## config.mk

```make
export PLATFORM = sky130hd
export DESIGN_NAME = vector_component_packing_allocator
export DESIGN_NICKNAME = d
export VERILOG_FILES = /design/src/hw/rtl/vcpa_pkg.sv /design/src/hw/rtl/vcpa_ram.sv /design/src/hw/rtl/vector_component_packing_allocator.sv
export SDC_FILE = /design/constraint.sdc
export NUM_CORES = 1
export LEC_CHECK = 0
export ABC_AREA = 0
export ABC_CLOCK_PERIOD_IN_PS = 4200
export BUFFER_PORTS_ARGS = -buffer_cell sky130_fd_sc_hd__buf_2
export CORE_MARGIN = 8
export CORE_UTILIZATION = 56
export DETAILED_ROUTE_END_ITERATION = 10
export PLACE_DENSITY = 0.84
export RECOVER_POWER = 50
export SYNTH_ARGS = -nofsm -noshare
export SYNTH_HDL_FRONTEND = slang
export SYNTH_SLANG_ARGS = --single-unit
```

## constraint.sdc

```tcl
create_clock -name clk -period 4.2 [get_ports clk]
set_clock_uncertainty 0.2 [all_clocks]
set_input_delay 0.84 -clock clk [delete_from_list [all_inputs] [get_ports clk]]
set_output_delay 0.84 -clock clk [all_outputs]
set_load 0.02 [all_outputs]
```

## src/hw/rtl/vcpa_pkg.sv

```systemverilog
package vcpa_pkg;

    localparam int SLOTS_PER_REG    = 4;
    localparam int NUM_REGS_DEFAULT = 16;

    localparam logic [0:0] CMD_ALLOC = 1'b0;
    localparam logic [0:0] CMD_CLEAR = 1'b1;

    localparam logic [1:0] ST_PLACED  = 2'd0;
    localparam logic [1:0] ST_FULL    = 2'd1;
    localparam logic [1:0] ST_CLEARED = 2'd2;

    // one table entry as kept in the ram
    typedef struct packed {
        logic       kind;
        logic [2:0] used;
    } entry_t;

    localparam int ENTRY_W = $bits(entry_t);

endpackage

```

## src/hw/rtl/vcpa_ram.sv

```systemverilog
module vcpa_ram #(
    parameter int WIDTH = vcpa_pkg::ENTRY_W,
    parameter int DEPTH = vcpa_pkg::NUM_REGS_DEFAULT,
    localparam int AW = (DEPTH > 1) ? $clog2(DEPTH) : 1
) (
    input  logic             clk,
    input  logic             we,
    input  logic [AW-1:0]    waddr,
    input  logic [WIDTH-1:0] wdata,
    input  logic             re,
    input  logic [AW-1:0]    raddr,
    output logic [WIDTH-1:0] rdata
);

    logic [WIDTH-1:0] mem [DEPTH];
    logic [WIDTH-1:0] rdata_reg;

    always_ff @(posedge clk)
    begin
        if (we)
        begin
            mem[waddr] <= wdata;
        end
        if (re)
        begin
            rdata_reg <= mem[raddr];
        end
    end

    assign rdata = rdata_reg;

endmodule

```

## src/hw/rtl/vector_component_packing_allocator.sv

```systemverilog
// channel   valid      stall      payload
// req       req_valid  req_stall  command, component_count, component_kind
// rsp       rsp_valid  rsp_stall  register_index, register_slot, data_offset,
//                                 piece_count, last_piece, status
//
// one request at a time; each open register costs a read state, then an evaluate state,
// per scan pass on the single read port of the table ram
// a request runs a first-fit pass, then a split pass if matching free slots suffice, else opens a new register
// clear and reset drop the open count to zero, with no ram sweep
// a stalled rsp holds the scan until the output register frees up
module vector_component_packing_allocator #(
    parameter int NUM_REGS = vcpa_pkg::NUM_REGS_DEFAULT
) (
    input  logic       clk,
    input  logic       rst_n,
    input  logic       req_valid,
    output logic       req_stall,
    input  logic       command,
    input  logic [2:0] component_count,
    input  logic       component_kind,
    output logic       rsp_valid,
    input  logic       rsp_stall,
    output logic [3:0] register_index,
    output logic [1:0] register_slot,
    output logic [1:0] data_offset,
    output logic [2:0] piece_count,
    output logic       last_piece,
    output logic [1:0] status
);

    localparam int AW = (NUM_REGS > 1) ? $clog2(NUM_REGS) : 1;
    localparam int RW = $clog2(NUM_REGS + 1);
    localparam int IW = (RW > 4) ? RW : 4;
    localparam logic [2:0] SLOTS = 3'(vcpa_pkg::SLOTS_PER_REG);

    typedef enum logic [2:0] {
        S_IDLE,
        S_SCAN,
        S_EVAL,
        S_DECIDE,
        S_CLEAR
    } state_t;

    state_t state_reg, state_next;

    logic [RW-1:0] open_reg, open_next;
    logic [RW-1:0] r_reg, r_next;
    logic          pass_reg, pass_next;
    logic [2:0]    need_reg, need_next;
    logic          kind_reg, kind_next;
    logic [2:0]    total_reg, total_next;
    logic [2:0]    placed_reg, placed_next;

    logic          rsp_valid_reg, rsp_valid_next;
    logic [3:0]    index_reg, index_next;
    logic [1:0]    slot_reg, slot_next;
    logic [1:0]    offset_reg, offset_next;
    logic [2:0]    count_reg, count_next;
    logic          last_reg, last_next;
    logic [1:0]    status_reg, status_next;

    logic               ram_we;
    logic [AW-1:0]      ram_waddr;
    vcpa_pkg::entry_t   ram_wdata;
    logic               ram_re;
    vcpa_pkg::entry_t   ram_rdata;

    logic          out_free;
    logic [2:0]    need_clamped;
    logic [2:0]    fr;
    logic [2:0]    remain;
    logic [2:0]    take;
    logic [3:0]    total_sum;
    logic          match;
    logic [IW-1:0] r_ext;
    logic [IW-1:0] open_ext;

    vcpa_ram #(
        .WIDTH (vcpa_pkg::ENTRY_W),
        .DEPTH (NUM_REGS)
    ) u_table (
        .clk   (clk),
        .we    (ram_we),
        .waddr (ram_waddr),
        .wdata (ram_wdata),
        .re    (ram_re),
        .raddr (r_reg[AW-1:0]),
        .rdata (ram_rdata)
    );

    assign out_free     = !rsp_valid_reg || !rsp_stall;
    assign need_clamped = (component_count == 3'd0) ? 3'd1 :
                          (component_count > SLOTS) ? SLOTS : component_count;
    assign match        = (ram_rdata.kind == kind_reg);
    assign fr           = (ram_rdata.used < SLOTS) ? 3'(SLOTS - ram_rdata.used) : 3'd0;
    assign remain       = 3'(need_reg - placed_reg);
    assign take         = (remain < fr) ? remain : fr;
    assign total_sum    = {1'b0, total_reg} + {1'b0, (match ? fr : 3'd0)};
    assign r_ext        = IW'(r_reg);
    assign open_ext     = IW'(open_reg);

    always_comb
    begin
        state_next     = state_reg;
        open_next      = open_reg;
        r_next         = r_reg;
        pass_next      = pass_reg;
        need_next      = need_reg;
        kind_next      = kind_reg;
        total_next     = total_reg;
        placed_next    = placed_reg;
        rsp_valid_next = rsp_valid_reg && rsp_stall;
        index_next     = index_reg;
        slot_next      = slot_reg;
        offset_next    = offset_reg;
        count_next     = count_reg;
        last_next      = last_reg;
        status_next    = status_reg;
        ram_we         = 1'b0;
        ram_waddr      = r_reg[AW-1:0];
        ram_wdata      = '{kind: kind_reg, used: 3'd0};
        ram_re         = 1'b0;

        case (state_reg)
            S_IDLE:
            begin
                if (req_valid)
                begin
                    need_next   = need_clamped;
                    kind_next   = component_kind;
                    r_next      = '0;
                    pass_next   = 1'b0;
                    total_next  = 3'd0;
                    placed_next = 3'd0;
                    state_next  = (command == vcpa_pkg::CMD_CLEAR) ? S_CLEAR : S_SCAN;
                end
            end

            S_SCAN:
            begin
                if (r_reg >= open_reg)
                begin
                    state_next = pass_reg ? S_IDLE : S_DECIDE;
                end
                else
                begin
                    ram_re     = 1'b1;
                    state_next = S_EVAL;
                end
            end

            S_EVAL:
            begin
                if (!pass_reg)
                begin
                    if (match && fr >= need_reg)
                    begin
                        if (out_free)
                        begin
                            ram_we         = 1'b1;
                            ram_wdata.used = 3'(ram_rdata.used + need_reg);
                            rsp_valid_next = 1'b1;
                            index_next     = r_ext[3:0];
                            slot_next      = ram_rdata.used[1:0];
                            offset_next    = 2'd0;
                            count_next     = need_reg;
                            last_next      = 1'b1;
                            status_next    = vcpa_pkg::ST_PLACED;
                            state_next     = S_IDLE;
                        end
                    end
                    else
                    begin
                        total_next = (total_sum > 4'(SLOTS)) ? SLOTS : total_sum[2:0];
                        r_next     = RW'(r_reg + 1'b1);
                        state_next = S_SCAN;
                    end
                end
                else if (match && fr != 3'd0)
                begin
                    if (out_free)
                    begin
                        ram_we         = 1'b1;
                        ram_wdata.used = 3'(ram_rdata.used + take);
                        rsp_valid_next = 1'b1;
                        index_next     = r_ext[3:0];
                        slot_next      = ram_rdata.used[1:0];
                        offset_next    = placed_reg[1:0];
                        count_next     = take;
                        last_next      = (take == remain);
                        status_next    = vcpa_pkg::ST_PLACED;
                        placed_next    = 3'(placed_reg + take);
                        r_next         = RW'(r_reg + 1'b1);
                        state_next     = (take == remain) ? S_IDLE : S_SCAN;
                    end
                end
                else
                begin
                    r_next     = RW'(r_reg + 1'b1);
                    state_next = S_SCAN;
                end
            end

            S_DECIDE:
            begin
                if (total_reg >= need_reg)
                begin
                    pass_next   = 1'b1;
                    r_next      = '0;
                    placed_next = 3'd0;
                    state_next  = S_SCAN;
                end
                else if (out_free)
                begin
                    rsp_valid_next = 1'b1;
                    slot_next      = 2'd0;
                    offset_next    = 2'd0;
                    last_next      = 1'b1;
                    state_next     = S_IDLE;
                    if (open_reg >= RW'(NUM_REGS))
                    begin
                        index_next  = 4'd0;
                        count_next  = 3'd0;
                        status_next = vcpa_pkg::ST_FULL;
                    end
                    else
                    begin
                        ram_we         = 1'b1;
                        ram_waddr      = open_reg[AW-1:0];
                        ram_wdata.used = need_reg;
                        open_next      = RW'(open_reg + 1'b1);
                        index_next     = open_ext[3:0];
                        count_next     = need_reg;
                        status_next    = vcpa_pkg::ST_PLACED;
                    end
                end
            end

            S_CLEAR:
            begin
                if (out_free)
                begin
                    open_next      = '0;
                    rsp_valid_next = 1'b1;
                    index_next     = 4'd0;
                    slot_next      = 2'd0;
                    offset_next    = 2'd0;
                    count_next     = 3'd0;
                    last_next      = 1'b1;
                    status_next    = vcpa_pkg::ST_CLEARED;
                    state_next     = S_IDLE;
                end
            end

            default:
            begin
                state_next = S_IDLE;
            end
        endcase
    end

    always_ff @(posedge clk or negedge rst_n)
    begin
        if (!rst_n)
        begin
            state_reg     <= S_IDLE;
            open_reg      <= '0;
            r_reg         <= '0;
            pass_reg      <= 1'b0;
            need_reg      <= 3'd1;
            kind_reg      <= 1'b0;
            total_reg     <= 3'd0;
            placed_reg    <= 3'd0;
            rsp_valid_reg <= 1'b0;
            index_reg     <= 4'd0;
            slot_reg      <= 2'd0;
            offset_reg    <= 2'd0;
            count_reg     <= 3'd0;
            last_reg      <= 1'b0;
            status_reg    <= vcpa_pkg::ST_PLACED;
        end
        else
        begin
            state_reg     <= state_next;
            open_reg      <= open_next;
            r_reg         <= r_next;
            pass_reg      <= pass_next;
            need_reg      <= need_next;
            kind_reg      <= kind_next;
            total_reg     <= total_next;
            placed_reg    <= placed_next;
            rsp_valid_reg <= rsp_valid_next;
            index_reg     <= index_next;
            slot_reg      <= slot_next;
            offset_reg    <= offset_next;
            count_reg     <= count_next;
            last_reg      <= last_next;
            status_reg    <= status_next;
        end
    end

    assign req_stall      = (state_reg != S_IDLE);
    assign rsp_valid      = rsp_valid_reg;
    assign register_index = index_reg;
    assign register_slot  = slot_reg;
    assign data_offset    = offset_reg;
    assign piece_count    = count_reg;
    assign last_piece     = last_reg;
    assign status         = status_reg;

`ifndef SYNTHESIS
    // open count stays within the table
    assert property (@(posedge clk) disable iff (!rst_n)
        open_reg <= RW'(NUM_REGS))
        else $error("open register count beyond table size");

    // table updates only go along with a result transfer slot
    assert property (@(posedge clk) disable iff (!rst_n)
        ram_we |-> out_free)
        else $error("table write while result register blocked");

    // a placed piece is nonempty and fits inside its register
    assert property (@(posedge clk) disable iff (!rst_n)
        (rsp_valid && status == vcpa_pkg::ST_PLACED) |->
            (piece_count != 3'd0 && ({1'b0, register_slot} + piece_count) <= SLOTS))
        else $error("placed piece out of register bounds");

    // a scan pass never reads past the open registers
    assert property (@(posedge clk) disable iff (!rst_n)
        ram_re |-> (r_reg < open_reg))
        else $error("table read beyond open registers");
`endif

endmodule
```

# ---- Word level (Yosys, flattened, before mapping)
# Memories as Yosys holds them, arrays and structs flattened. A register that Yosys moved wholly into a read port is not among the register bits.
# Cells that the tools add are included.
# Widths: inputs -> output; s select.
dict set report totals {
  word_cells 201
  regBits 39
  mem_bits_rw 64
  latchBits 0
  input_bits 9
  rom_bits 0
  memories 1
}
# name depth width rd rd_clocked_by_memory_dff wr line_no
set memory_table {}
lappend memory_table {u_table.mem 16 4 1 1 1 vcpa_ram.sv:15} ;# logic [WIDTH-1:0] mem [DEPTH];
dict set report op_classes {
  n_mul 0
  bitwise_logic 0
  n_addsub 8
  div_mod_pow 0
  mux 121
  shift 0
  n_lt_le_gt_ge 8
  eq_ne 22
  reduce_logical 26
}
# operator n
set ops {}
lappend ops {{$mux 3} 37}
lappend ops {{$mux 5} 10}
lappend ops {{$mux 4} 12}
lappend ops {{$mux 2} 21}
lappend ops {{$mux 1} 26}
lappend ops {{$ne 2x2->1 const B} 11}
lappend ops {{$pmux 2 s3} 3}
lappend ops {{$pmux 3 s3} 2}
lappend ops {{$pmux 3 s5} 1}
lappend ops {{$pmux 5 s3} 1}
lappend ops {{$reduce_and 5->1} 3}
lappend ops {{$ne 3x3->1 const B} 4}
lappend ops {{$pmux 3 s2} 2}
lappend ops {{$pmux 4 s3} 1}
lappend ops {{$reduce_and 6->1} 2}
lappend ops {{$reduce_bool 3->1} 4}
lappend ops {{$add 5x1->5 const B} 2}
lappend ops {{$pmux 5 s2} 1}
lappend ops {{$add 3x3->3} 3}
lappend ops {{$reduce_and 4->1} 2}
lappend ops {{$reduce_and 7->1} 1}
lappend ops {{$eq 3x2->1 const B} 2}
lappend ops {{$ge 3x3->1} 2}
lappend ops {{$logic_not 3->1} 2}
lappend ops {{other kinds (22)} 30}

# ---- Longest topological paths before layout
# Gate-level depths: netlist (run 1).
dict set report depth {
  depth_word 10
  depth_mapped 18
  ltp_nobuf 18
}

# ---- Cells and area by module
# From an unflattened synthesis (run 1), not the netlist that was laid out.
dict set report hier_totals {
  cells_unflattened 456
  area_unflattened_um2 5725.5
}
# module n_inst seq_area_each_um2 area_per_inst_um2 cells_per_inst
set modules_own_cells {}
lappend modules_own_cells {vector_component_packing_allocator 1 977.2 3019.1 326}
lappend modules_own_cells {vcpa_ram 1 2042.0 2706.3 130}

# ---- Least setup slack after synthesis (run 1)
# No wires, ideal clock.
dict set report synth_timing {
  kind {register to register}
  start {register need_reg[0]}
  end {memory u_table.mem[0][1] in the netlist's numbering, data pin}
  synth_period_minus_slack_ps 4409
  n_path_buf 0
  slack_ps -209
  t_arrival_ps 3864
  stages_incl_launch_ff 14
  setup_ps 346
  path_cell_list {dfstp_2 inv_1 ha_1 fa_1 xnor2_1 xnor2_1 ha_1 o21ai_0 o21bai_1 mux2_2 fa_1 nor2_1 a21oi_1 o32ai_1}
}
# item line_no
set synth_lines {}
lappend synth_lines {{start, declared} vector_component_packing_allocator.sv:49} ;# logic [2:0] need_reg, need_next;
lappend synth_lines {{start signal, assigned} vector_component_packing_allocator.sv:288} ;# need_reg <= need_next;
lappend synth_lines {{end, declared} vcpa_ram.sv:15}

==> reports/metrics.yaml, run 1 <==
status: "complete, but fails checks"
violations: "capacitance limit, slew limit"
hold_viol: 0
finalInstanceArea_um2: 6410
grt_pass1_wl_um: 22300
route.detailed.drc: 0
syn_to_final_growth_pct: 12.1
clock_sinks: 107
ioPinCount: 25
crit_chain: "inv_2 > ha_4 > fa_2 > xnor2_2 > xnor2_2 > ha_1 > o21ai_2 > o21bai_2 > mux2_4 > fa_2 > xor2_2 > xnor2_1 > a22oi_2 > o22ai_4 > buf_12"
dieArea_um2: 13700
finalNonFillerCells: 642
multi_input_area_um2: 2590
cap_violations: 1
dpl_cell_area_um2: 6070
antenna_found_initial: 0
synth_nets: 503
yosys_warnings: 0
fp.dieW_um: 117
startpoint_type: "register"
grt_pass1_vias: 4271
drv_slew: 40
top_register: "u_table.mem"
post-route-min-period_ps: 4160
drtAntennaViolNets: 0
worstPathMaxFanout: 8
hold_path.class: "register to register"
crit_slowest_cell: "dfstp_2"
ys_ff_latch: 107
peakVddDrop_mv: 0.276
clk_latency_ps: 380
grt_usage: 0.216
syn_inst: 462
grt-ovfl-total: 0
dpl.hpwl_um: 9570
synth-edff-count: 68
ys.flop_type: "edfxtp_1"
setup_violations: 0
drive_above_1_share: 0.204
layout_commonest_cell: "edfxtp_1"
synth.avg_cell_area_um2: 12.4
routed_wl_um: 13800
finalHoldWorstSlack_ps: 318
grt_max_degree: 40
portBuffers: 24
largest_reg_flops: 64
fill_cells: 757
r2r_slack_ps: 40
r2r_cells: 15
detail_route.first_pass.iterations: 5
avgViaCountPerCell: 6.47
cp-end-kind: "register"
yosysSeqAreaShare: 0.528
seq_area_um2: 3020
antenna-diode-count: 0
nets: 542
die_h_um: 117
cts_tree: "yes"
path_clk_slew_ps: 110
slew_headroom: -0.424
final_cell_mix: "edfxtp_1 (68), dfrtp_1 (38), nor2_1 (35)"
drtIter0Drc: 309
clock_path_buffers: 2
max_freq_mhz: 240
yosysUniqueCellTypes: 71
numCtsBuffers: 9
path_class: "register to register"
dpl.cell_count: 621
period_share: 0.990
tightest_slew_ps: 2140
gp_congestion: 0.938
htree_num_levels: 3
crit_arrival_ps: 4100
wire_per_inst_um: 21.5
syn_area_um2: 5720
hold_depth: 1
ctsRootBufferMaster: "clkbuf_8"
core-area_um2: 10100
start_util: 0.564
cp.required_ps: 4140
slowest_delay_ps: 550
power.leakage_uw: 0.00238
rows: 37
p_per_area_nw_per_um2: 612
routed-via-count: 4151
async_flop_share: 0.364
==> final timing paths <==
path                                         from                  to
worst max-delay path                  need_reg[0]  u_table.mem[12][2]
worst max register to register        need_reg[0]  u_table.mem[12][2]
min in group asynchronous                   rst_n       placed_reg[1]
worst min register to register  register_index[0]   register_index[0]
worst min-delay path            register_index[0]   register_index[0]
max in group asynchronous                   rst_n            pass_reg
==> timing repair <==
item / 4_1_cts / 5_1_grt
gates cloned: 1 / 0
hold buffers: 0 / 0
setup buffers: 3 / 1
pin swaps: 4 / 9
gates resized for setup: 7 / 16
endpoints found under the setup margin: 32 / 32
==> cell type report <==
class / count / area share
Clock inverter: 7 / 0.0113
Inverter: 34 / 0.0199
Tap cell: 136 / 0.0265
Sequential cell: 107 / 0.471
Clock buffer: 9 / 0.0193
Multi-Input combinational cell: 302 / 0.404
Timing Repair Buffer: 47 / 0.0478
==> critical path: cells and delay by family, from the launching register on <==
family / cells / cell delay [ps]
DFF: 1 / 550
buffers and inverters: 2 / 290
xor gates and xnor gates: 4 / 620
adders and majority gates: 4 / 1240
muxes: 1 / 350
AOI/OAI and AO/OA: 4 / 670
==> logic make-up after synthesis <==
logic type      Yosys count  synth area share
xor+xnor                 11            0.0201
simple gates            118             0.101
fa+ha+maj                32            0.0766
flops                   107             0.528
compound gates          107             0.130
mux                      34             0.107
buf+inv                  53            0.0370
==> cells in the mapped netlist, types with 6 or more instances <==
cell      instances  share of area
edfxtp_1         68           0.36
clkbuf_1         12         0.0079
nor2_1           35          0.023
inv_1            33          0.022
o21ai_0          22          0.019
xnor2_1           8          0.012
mux4_2           20          0.079
nor3_1           11         0.0096
mux2_2            7          0.014
nand2_1          29          0.019
ha_1             27          0.059
nand3_1          10         0.0088
a21oi_1          20          0.018
a31oi_1           9         0.0098
dfrtp_1          38           0.17
o22ai_1           6         0.0066
==> routing by layer <==
layer / GRT usage / part of all wire / vias up
met5: 0 / 0 / -
met4: 0.128 / 0.041 / 0
met3: 0.0400 / 0.083 / 57
met2: 0.358 / 0.50 / 257
met1: 0.259 / 0.38 / 2016
li1: - / - / 1821
==> power breakdown <==
part           internal (uW)  total (uW)  switching, uW  leakage (uW)
sequential              1280        1470            180       0.00113
clock                    231         612            382     0.0000949
combinational            753        1840           1090       0.00116
total                   2270        3920           1650       0.00238
==> through the flow <==
step           TNS [ps]  setup slack, ps  power, uW  utilization
2_1_floorplan         0              139       2590            -
3_3_place_gp      -2300             -127       3080        0.599
3_5_place_dp      -8310             -382       3150        0.599
4_1_cts               0             6.17       3840        0.629
5_1_grt            -335            -26.2       4140        0.632
6_report              0             40.6       3920        0.632
No activity file was read; power rests on OpenSTA's default activity.
==> run 2, diff against run 1 <==
--- a/config.mk
+++ b/config.mk
@@ -8,8 +8,10 @@
 export ABC_AREA = 0
 export ABC_CLOCK_PERIOD_IN_PS = 4200
 export BUFFER_PORTS_ARGS = -buffer_cell sky130_fd_sc_hd__buf_2
+export CELL_PAD_IN_SITES_DETAIL_PLACEMENT = 2
+export CELL_PAD_IN_SITES_GLOBAL_PLACEMENT = 2
 export CORE_MARGIN = 8
-export CORE_UTILIZATION = 56
+export CORE_UTILIZATION = 39
 export DETAILED_ROUTE_END_ITERATION = 10
 export PLACE_DENSITY = 0.84
 export RECOVER_POWER = 50
==> reports/metrics.yaml, run 2 (synthesis results as in run 1) <==
status: "complete, but fails checks"
violations: "capacitance limit, slew limit"
post-route-min-period_ps: 4130
nets: 543
htree_num_levels: 3
path_class: "register to register"
crit_start: "need_reg[0]"
core-area_um2: 14400
crit_family: "adder cells"
met3_usage: 0.0301
routed_wl_um: 17100
clk_latency_ps: 360
grt_max_degree: 40
r2r-start: "need_reg[0]"
portBuffers: 24
fp.dieW_um: 137
fill_cells: 1432
slew_headroom: -0.541
start_util: 0.396
crit_chain: "inv_1 > ha_2 > fa_2 > inv_1 > ha_2 > nor4bb_4 > o21bai_2 > mux2_4 > fa_2 > xor2_1 > xnor2_1 > a22oi_2 > o22ai_4 > buf_12"
cap_violations: 1
tightest_slew_ps: 2310
crit_slowest_cell: "fa_2"
power.leakage_uw: 0.00245
finalPower_uw: 4310
peakVddDrop_mv: 0.269
path_clk_slew_ps: 80
top_usage_layer: "met2"
setup_violations: 0
max_freq_mhz: 242
grt_usage: 0.189
p_per_area_nw_per_um2: 651
crit_arrival_ps: 4050
grt_util_met1: 0.215
path_buf_inv: 3
drtAntennaViolNets: 0
grt_pass1_vias: 4511
clock_sinks: 107
grt-ovfl-total: 0
final_cell_mix: "edfxtp_1 (68), dfrtp_1 (38), inv_1 (33), nor2_1 (33), nand2_1 (29)"
antenna-diode-count: 0
drive_above_1_share: 0.207
die_h_um: 137
r2r_cells: 14
period_share: 0.983
reg2reg_to: "u_table.mem[2][2]"
critical_path.endpoint: "u_table.mem[2][2]"
cp.required_ps: 4120
layout_commonest_cell: "edfxtp_1"
ioPinCount: 25
met2_usage: 0.349
avgViaCountPerCell: 5.82
ctsRootBufferMaster: "clkbuf_16"
numCtsBuffers: 9
drtIter0Drc: 207
dpl.hpwl_um: 12300
slowest_delay_ps: 600
syn_to_final_growth_pct: 15.6
gp_congestion: 0.839
rows: 44
cts_tree: "yes"
cp-end-kind: "register"
fin_ws_ps: 71.1
grt_pass1_wl_um: 26500
wire_per_inst_um: 24.8
largest_reg_flops: 64
drv_slew: 40
routed-via-count: 4021
antenna_found_initial: 0
hold_viol: 0
route.detailed.drc: 0
top_register: "u_table.mem"
path_depth: 14
r2r_slack_ps: 70
clock_path_buffers: 2
detail_route.first_pass.iterations: 4
hold_path.class: "register to register"
dieArea_um2: 18800
startpoint_type: "register"
worstPathMaxFanout: 16
detailedPlace.worstSlack_ps: -437
==> run 2: cell count changes in the layout (fill, tap and decap cells not counted), sizes merged <==
cell | before | now
buf | 27 | 29
inv | 36 | 38
clkbuf | 29 | 28
clkinv | 4 | 3
clkinvlp | 1 | 0
==> run 2: repair_timing <==
action	CTS	global route
cloned	0	1
resized for setup	5	18
hold buffers	0	0
endpoints found under the hold margin	0	0
setup buffers	3	2
endpoints found under the setup margin	32	33
pin swaps	5	9
==> run 2: worst min path at each step <==
stage / startpoint / to / slack (ps) / cells past startpoint
floorplan: placed_reg[2] / placed_reg[2] / 270 / 1
global placement: last_piece / last_piece / 290 / 1
detailed placement: last_piece / last_piece / 300 / 1
CTS: last_piece / last_piece / 320 / 1
global route: last_piece / last_piece / 340 / 1
finish: last_piece / last_piece / 310 / 1
==> run 2: cell type report <==
class,instances,area (um^2),share of cell area
flip-flops and latches,107,3020,0.457
clock inverters,7,93.8,0.0142
clock buffers,9,225,0.0341
repair buffers,48,318,0.0481
multi-input cells,302,2600,0.393
well taps,184,230,0.0348
inverters,34,128,0.0193
==> run 2: through the flow <==
step	hold WS [ps]	util	cell area, um^2	TNS, ps	std cells
floorplan	271	-	5730	0	462
global placement	294	0.425	6130	0	669
detailed placement	301	0.425	6130	-11320	669
CTS	319	0.453	6530	0	688
global route	337	0.458	6610	-872	691
finish	313	0.458	6610	0	691
==> run 2: per-layer routing <==
layer	wire [um]	up-vias
met5	0	-
li1	-	1816
met2	9330	60
met1	6970	2115
met3	446	30
met4	394	0
==> run 2: worst register-to-register path: cells and delay by family (launching register included) <==
family,cells,cell delay (ps)
mux,1,330
compound gates,3,490
xor+xnor,2,300
buf+inv,3,290
fa+ha+maj,4,1400
simple gates,1,330
flops,1,540
==> run 2: power breakdown <==
part	switching [uW]	internal (uW)	leakage (uW)	total (uW)
Sequential	163	1290	0.00113	1450
Clock	457	435	0.000154	892
Combinational	1190	777	0.00117	1960
Total	1810	2500	0.00245	4310
